[config.mk]
export PLATFORM = sky130hd
export DESIGN_NAME = markup_tag_stripper_top_flat
export DESIGN_NICKNAME = d
export VERILOG_FILES = /design/src/sv/mts_pkg.sv /design/src/sv/mts_in_if.sv /design/src/sv/mts_out_if.sv /design/src/sv/markup_tag_stripper_top.sv /design/src/sv/mts_tracker.sv /design/src/flat_wrapper.sv
export SDC_FILE = /design/constraint.sdc
export NUM_CORES = 1
export LEC_CHECK = 0
export ABC_CLOCK_PERIOD_IN_PS = 3750
export BUFFER_PORTS_ARGS = -buffer_cell sky130_fd_sc_hd__buf_2
export CAP_MARGIN = 0
export CORE_UTILIZATION = 50
export DETAILED_ROUTE_END_ITERATION = 10
export PLACE_DENSITY = 0.79
export SYNTH_ARGS = -nofsm -noshare
export SYNTH_HDL_FRONTEND = slang
export SYNTH_SLANG_ARGS = --single-unit
[constraint.sdc]
create_clock -name clk -period 3.75 [get_ports clk]
set_input_delay 0.75 -clock clk [delete_from_list [all_inputs] [get_ports clk]]
set_output_delay 0.75 -clock clk [all_outputs]
set_load 0.05 [all_outputs]
[src/sv/mts_pkg.sv]
// shared constants and types for the markup tag stripper
`default_nettype none

package mts_pkg;

	localparam int unsigned DEPTH_BITS = 8;

	localparam logic [7:0] CH_OPEN   = 8'h3C;
	localparam logic [7:0] CH_CLOSE  = 8'h3E;
	localparam logic [7:0] CH_QUOTE  = 8'h22;
	localparam logic [7:0] CH_BSLASH = 8'h5C;

	typedef logic [DEPTH_BITS-1:0] depth_t;

	localparam depth_t DEPTH_MAX = {DEPTH_BITS{1'b1}};

	// one step request from the stage register to the tracker
	typedef struct packed {
		logic advance;
		logic last;
	} step_t;

endpackage

`default_nettype wire

[src/sv/mts_in_if.sv]
// input channel: raw text bytes with an end-of-text flag
`default_nettype none

interface mts_in_if;
	logic       valid;
	logic       ready;
	logic [7:0] in_byte;
	logic       last;

	modport source (output valid, output in_byte, output last, input ready);
	modport sink (input valid, input in_byte, input last, output ready);
endinterface

`default_nettype wire

[src/sv/mts_out_if.sv]
// output channel: kept bytes and end-of-text markers
`default_nettype none

interface mts_out_if;
	logic       valid;
	logic       ready;
	logic [7:0] out_byte;
	logic       has_byte;
	logic       end_of_text;

	modport source (output valid, output out_byte, output has_byte, output end_of_text,
		input ready);
	modport sink (input valid, input out_byte, input has_byte, input end_of_text,
		output ready);
endinterface

`default_nettype wire

[src/sv/markup_tag_stripper_top.sv]
// Markup tag stripper top level: drops bytes inside angle-bracket markup.
// Channel text (sink) takes one raw byte per transfer with a last flag.
// Channel stripped (source) gives one result per kept byte, and one empty
// result (has_byte 0, end_of_text 1) when the final byte of a text is dropped.
// Dropped bytes that are not final give no result.
// A transfer on text lands in a stage register; when that byte advances it
// updates the markup state and, if it produces a result, loads the result
// register, which offers the result on stripped.
// Throughput is one byte per cycle while stripped does not stall; text.ready
// stays high while the result register is free or being emptied in the same
// cycle.
// When stripped stalls, the held result blocks only a byte that needs to
// produce a result; dropped bytes keep flowing through.
// Reset (arst_n low) clears the stage and result valids and the markup,
// quote and backslash state. The final byte of each text also returns the
// state to its reset value for the next text.
`default_nettype none

module markup_tag_stripper_top
	import mts_pkg::*;
(
	input  wire logic clk,
	input  wire logic arst_n,
	mts_in_if.sink    text,
	mts_out_if.source stripped
);

	logic       valid_s1;
	logic [7:0] byte_s1;
	logic       last_s1;

	logic       out_valid_q;
	logic [7:0] out_byte_q;
	logic       has_byte_q;
	logic       end_q;

	logic  keep;
	logic  produce;
	logic  out_free;
	logic  advance;
	step_t step;

	assign produce  = valid_s1 && (keep || last_s1);
	assign out_free = !out_valid_q || stripped.ready;
	assign advance  = valid_s1 && (!produce || out_free);
	assign text.ready = !valid_s1 || advance;

	assign step.advance = advance;
	assign step.last    = last_s1;

	mts_tracker u_tracker (
		.clk     (clk),
		.arst_n  (arst_n),
		.step    (step),
		.in_byte (byte_s1),
		.keep    (keep)
	);

	always_ff @(posedge clk or negedge arst_n) begin
		if (!arst_n) begin
			valid_s1 <= 1'b0;
		end else if (text.ready) begin
			valid_s1 <= text.valid;
		end
	end

	always_ff @(posedge clk) begin
		if (text.ready && text.valid) begin
			byte_s1 <= text.in_byte;
			last_s1 <= text.last;
		end
	end

	always_ff @(posedge clk or negedge arst_n) begin
		if (!arst_n) begin
			out_valid_q <= 1'b0;
		end else if (out_free) begin
			out_valid_q <= advance && produce;
		end
	end

	always_ff @(posedge clk) begin
		if (advance && produce) begin
			out_byte_q <= keep ? byte_s1 : 8'h00;
			has_byte_q <= keep;
			end_q      <= last_s1;
		end
	end

	assign stripped.valid       = out_valid_q;
	assign stripped.out_byte    = out_byte_q;
	assign stripped.has_byte    = has_byte_q;
	assign stripped.end_of_text = end_q;

`ifndef SYNTHESIS
	a_empty_is_end: assert property (@(posedge clk) disable iff (!arst_n)
		stripped.valid |-> (stripped.has_byte || stripped.end_of_text))
		else $error("empty result without end of text");
	a_empty_zero: assert property (@(posedge clk) disable iff (!arst_n)
		stripped.valid && !stripped.has_byte |-> stripped.out_byte == 8'h00)
		else $error("empty result carries a byte");
	a_ready_when_empty: assert property (@(posedge clk) disable iff (!arst_n)
		!valid_s1 |-> text.ready)
		else $error("stage empty but input not ready");
	a_drop_flows: assert property (@(posedge clk) disable iff (!arst_n)
		valid_s1 && !keep && !last_s1 |-> advance)
		else $error("dropped byte stalled");
`endif

endmodule

`default_nettype wire

[src/sv/mts_tracker.sv]
// markup depth, quote and backslash state with the per-byte keep decision
`default_nettype none

module mts_tracker
	import mts_pkg::*;
(
	input  wire logic       clk,
	input  wire logic       arst_n,
	input  wire step_t      step,
	input  wire logic [7:0] in_byte,
	output logic            keep
);

	depth_t depth_q;
	logic   quote_q;
	logic   odd_q;

	depth_t depth_up;
	depth_t depth_n;
	logic   quote_n;
	logic   odd_n;

	always_comb begin
		depth_up = depth_q;
		if (!quote_q && in_byte == CH_OPEN && depth_q != DEPTH_MAX) begin
			depth_up = depth_q + depth_t'(1);
		end
		quote_n = quote_q;
		if (in_byte == CH_QUOTE && !odd_q) begin
			quote_n = ~quote_q;
		end
		keep = (depth_up == '0);
		depth_n = depth_up;
		if (depth_up != '0 && !quote_n && in_byte == CH_CLOSE) begin
			depth_n = depth_up - depth_t'(1);
		end
		odd_n = (in_byte == CH_BSLASH) ? ~odd_q : 1'b0;
	end

	always_ff @(posedge clk or negedge arst_n) begin
		if (!arst_n) begin
			depth_q <= '0;
			quote_q <= 1'b0;
			odd_q   <= 1'b0;
		end else if (step.advance) begin
			if (step.last) begin
				depth_q <= '0;
				quote_q <= 1'b0;
				odd_q   <= 1'b0;
			end else begin
				depth_q <= depth_n;
				quote_q <= quote_n;
				odd_q   <= odd_n;
			end
		end
	end

`ifndef SYNTHESIS
	a_last_clears: assert property (@(posedge clk) disable iff (!arst_n)
		step.advance && step.last |=> (depth_q == '0 && !quote_q && !odd_q))
		else $error("state not cleared after end of text");
	a_hold_idle: assert property (@(posedge clk) disable iff (!arst_n)
		!step.advance |=> $stable({depth_q, quote_q, odd_q}))
		else $error("state changed without a step");
	a_depth_saturates: assert property (@(posedge clk) disable iff (!arst_n)
		step.advance && !step.last && !quote_q && in_byte == CH_OPEN &&
		depth_q == DEPTH_MAX |=> depth_q == DEPTH_MAX)
		else $error("markup depth wrapped");
`endif

endmodule

`default_nettype wire
[src/flat_wrapper.sv]
// flat-port wrapper written by rule: the top's interface ports become plain ports
module markup_tag_stripper_top_flat import mts_pkg::*;
  (clk, arst_n, text_valid, text_in_byte, text_last, text_ready, stripped_valid, stripped_out_byte, stripped_has_byte, stripped_end_of_text, stripped_ready);
  mts_in_if text_i ();
  mts_out_if stripped_i ();
  input  wire logic clk;
  input  wire logic arst_n;
  input wire logic [$bits(text_i.valid)-1:0] text_valid;
  input wire logic [$bits(text_i.in_byte)-1:0] text_in_byte;
  input wire logic [$bits(text_i.last)-1:0] text_last;
  output wire logic [$bits(text_i.ready)-1:0] text_ready;
  output wire logic [$bits(stripped_i.valid)-1:0] stripped_valid;
  output wire logic [$bits(stripped_i.out_byte)-1:0] stripped_out_byte;
  output wire logic [$bits(stripped_i.has_byte)-1:0] stripped_has_byte;
  output wire logic [$bits(stripped_i.end_of_text)-1:0] stripped_end_of_text;
  input wire logic [$bits(stripped_i.ready)-1:0] stripped_ready;
  assign text_i.valid = text_valid;
  assign text_i.in_byte = text_in_byte;
  assign text_i.last = text_last;
  assign text_ready = text_i.ready;
  assign stripped_valid = stripped_i.valid;
  assign stripped_out_byte = stripped_i.out_byte;
  assign stripped_has_byte = stripped_i.has_byte;
  assign stripped_end_of_text = stripped_i.end_of_text;
  assign stripped_i.ready = stripped_ready;
  markup_tag_stripper_top u_core (.clk(clk), .arst_n(arst_n), .text(text_i), .stripped(stripped_i));
endmodule
==> results.sh <==
export IMPL_wl_met1_um=1830
export IMPL_htreeDepth=2
export IMPL_seq_power_share_pct=56.5
export IMPL_startpoint_type="flop"
export IMPL_grt_pass1_wl_um=6210
export IMPL_crit_end="text_ready"
export IMPL_cts_hold_buffers=0
export IMPL_route_met2_wl_um=1950
export IMPL_powerDensity_nw_per_um2=332
export IMPL_crit_path_start="u_core.u_tracker.depth_q[1]"
export IMPL_fin_util_pct=62.2
export IMPL_crit_required_ns=3.00
export IMPL_clockRootBuffer="clkbuf_4"
export IMPL_drv_cap=0
export IMPL_drive_gt1_share_pct=33.3
export IMPL_routed_top_layer="met4"
export IMPL_dr_first_iter_drc_count=74
export IMPL_status="completed"
export IMPL_async_flop_share_pct=38.7
export IMPL_finalHoldViolations=0
export IMPL_start_util_pct=52.5
export IMPL_pre_cts_ws_ns=0.216
export IMPL_fp_dieW_um=61.4
export IMPL_drt_pass1_iter_count=4
export IMPL_fin_crit_sh_pct=97.3
export IMPL_ir_drop_mv=0.208
export IMPL_port_buffers=24
export IMPL_cts_inserted_buffers=5
export IMPL_setup_violations=0
export IMPL_swShare_pct=28.2
export IMPL_synth_area_um2=1760
export IMPL_syn_inst=157
export IMPL_slew_violations=0
export IMPL_worst_r2r_path_depth=11
export IMPL_fp_dieH_um=61.4
export IMPL_grt_overflow_total=0
export IMPL_route_vias_total=1422
export IMPL_path_class="reg -> out"
export IMPL_crit_fanout=5
export IMPL_slew_headroom_pct=70.2
export IMPL_fmax_mhz=274
export IMPL_endpoint_kind="output pin"
export IMPL_ios=25
export IMPL_regToRegSetupSlack_ns=0.81
export IMPL_r2r_end="u_core.byte_s1[2]"
export IMPL_ant_nets=0
export IMPL_ys_types=59
export IMPL_routed_via_density=5.90
export IMPL_cp_arrival_ns=2.90
export IMPL_worst_slack_ns=0.101
export IMPL_grt_use_total_pct=23.7
export IMPL_grt_pass1_vias=1291
export IMPL_p_sw_mw=0.196
export IMPL_skew_ns=0.0226
export IMPL_syn_avg_cell_area_um2=11.2
export IMPL_core_um2=3360
export IMPL_synth_seq_cells=31
export IMPL_wl_um=4080
export IMPL_die_area_um2=3770
export IMPL_gp_congestion=0.940
export IMPL_min_period_ns=3.65
export IMPL_met3WireLength_um=241
export IMPL_synth_edf_count=19
export IMPL_clkLatencyLatePin_ns=0.35
export IMPL_layout_commonest_cell="buf_2"
export IMPL_power_leakage_nw=0.848
export IMPL_tritoncts="built"
export IMPL_pwr_share_comb_pct=12.9
export IMPL_synth_flop_cell="edfxtp_1"
export IMPL_insertedDiodeCount=0
export IMPL_stdcell_count=241
export IMPL_antenna_found_initial=0
export IMPL_clockPowerShare_pct=30.6
export IMPL_dp_hpwl_um=2860
export IMPL_synth_top_area_share_pct=32.3
export IMPL_wl_per_cell_um=16.9
export IMPL_final_cell_mix="buf_2 (23), edfxtp_1 (19), nand2_1 (14)"
export IMPL_internal_power_mw=0.498
export IMPL_ys_warn_count=0
export IMPL_place_inst=227
export IMPL_hold_path_class="in -> async"
export IMPL_rows=21
export IMPL_clock_tree_buffer_depth=2
export IMPL_r2r_start="u_core.u_tracker.depth_q[1]"
export IMPL_drcViolationCount=0
export IMPL_yosysSeqAreaShare_pct=49.4
export IMPL_fin_nets=210
export IMPL_synth_area_leader_cell="edfxtp_1"
export IMPL_clock_sinks=31
export IMPL_worst_slew_pin_slew_ns=0.447
export IMPL_cts_clk_slew_worst_paths_ns=0.12
export IMPL_grt_max_degree=13
export IMPL_synthToLayoutAreaGrowth_pct=18.7
export IMPL_syn_num_nets=173
export IMPL_synth_area_top_cells="edfxtp_1 (32%), dfrtp_1 (17%), and3_1 (3.9%)"
## power groups by stage
| stage | logic (mW) | clock network [mW] | registers [mW] |
|---|---|---|---|
| 6_report | 0.0894 | 0.212 | 0.392 |
| 5_1_grt | 0.0962 | 0.227 | 0.395 |
| 4_1_cts | 0.0873 | 0.215 | 0.392 |
| 3_5_place_dp | 0.0867 | 0 | 0.399 |
| 3_3_place_gp | 0.0853 | 0 | 0.398 |
| 2_1_floorplan | 0.0311 | 0 | 0.426 |
## logic make-up (layout without fill, tap and decap cells)
logic type | Yosys count | in the layout | synth area share [%]
AO/OA/AOI/OAI | 41 | 41 | 18.4
XOR/XNOR | 4 | 4 | 1.99
adder cells (fa/ha/maj) | 3 | 3 | 2.13
buffers and inverters | 8 | 46 | 2.34
flip-flops | 31 | 31 | 49.4
multiplexers | 6 | 6 | 3.69
AND/OR/NAND/NOR | 64 | 64 | 22.1
## layer usage
metal / GRT usage (%) / vias up
li1: - / 679
met1: 32.0 / 692
met2: 36.2 / 43
met3: 8.40 / 8
met4: 7.30 / 0
met5: 0 / -
## critical path, cell delays in order, from the launching register on
cell and delay [ns]:
dfrtp_2 0.46, ha_1 0.22, and4_1 0.23, nand2_1 0.10
and2_4 0.21, mux2i_4 0.24, ha_2 0.22, o211ai_1 0.16
nor2_2 0.18, o21ai_1 0.11, nand2b_1 0.21, buf_4 0.20
## repair_timing
item	CTS	global route
pin swaps	1	1
gates resized for setup	4	7
setup endpoints to repair	1	1
buffers inserted	2	4
## per-stage QoR
step	total power, mW	hold WS, ns	TNS, ns	area [um2]
finish	0.694	0.256	0	2090
global route	0.718	0.285	-0.0208	2090
CTS	0.694	0.273	0	2040
detailed placement	0.486	0.532	0	1950
global placement	0.483	0.544	0	1950
floorplan	0.457	0.454	0	1760
## Yosys cell counts, types with 2 or more instances
cell	n
edfxtp_1	19
dfrtp_1	12
a22o_1	4
nand2b_1	5
nor2b_1	2
nand2_1	14
mux2i_1	4
nor3b_1	2
nor2_1	7
and2_1	2
inv_1	3
o21ai_0	4
or4_1	2
or3_1	2
a21oi_1	5
a21boi_0	2
nand3_1	2
xnor2_1	4
and4_1	2
o21ai_1	4
and3_1	11
nand4_1	2
ha_1	3
a211o_1	2
o31ai_1	3
buf_2	2
## how the worst min path moves through the flow
stage | endpoint | slack [ns]
6_report | u_core.u_tracker.depth_q[7] | 0.26
3_3_place_gp | u_core.u_tracker.odd_q | 0.54
3_5_place_dp | u_core.u_tracker.odd_q | 0.53
5_1_grt | u_core.u_tracker.depth_q[6] | 0.29
2_1_floorplan | u_core.stripped.valid | 0.45
4_1_cts | u_core.u_tracker.depth_q[7] | 0.27
## final cells by class
cell class	count	area [um2]
sequential	31	872
fill	299	1270
tap	46	57.6
clock buffer	6	51.3
timing repair buffer	35	205
clock inverter	2	11.3
inverter	3	11.3
multi-input combinational	118	885
## registers in the layout (all words and copies together) (netlist names)
name	flops
u_core.byte_s1	8
u_core.stripped.out_byte	8
u_core.u_tracker.depth_q	8
u_core.last_s1	1
u_core.stripped.end_of_text	1
u_core.stripped.has_byte	1
u_core.stripped.valid	1
u_core.u_tracker.odd_q	1
u_core.u_tracker.quote_q	1
u_core.valid_s1	1
Note: power is estimated with default switching activity, not from simulation.
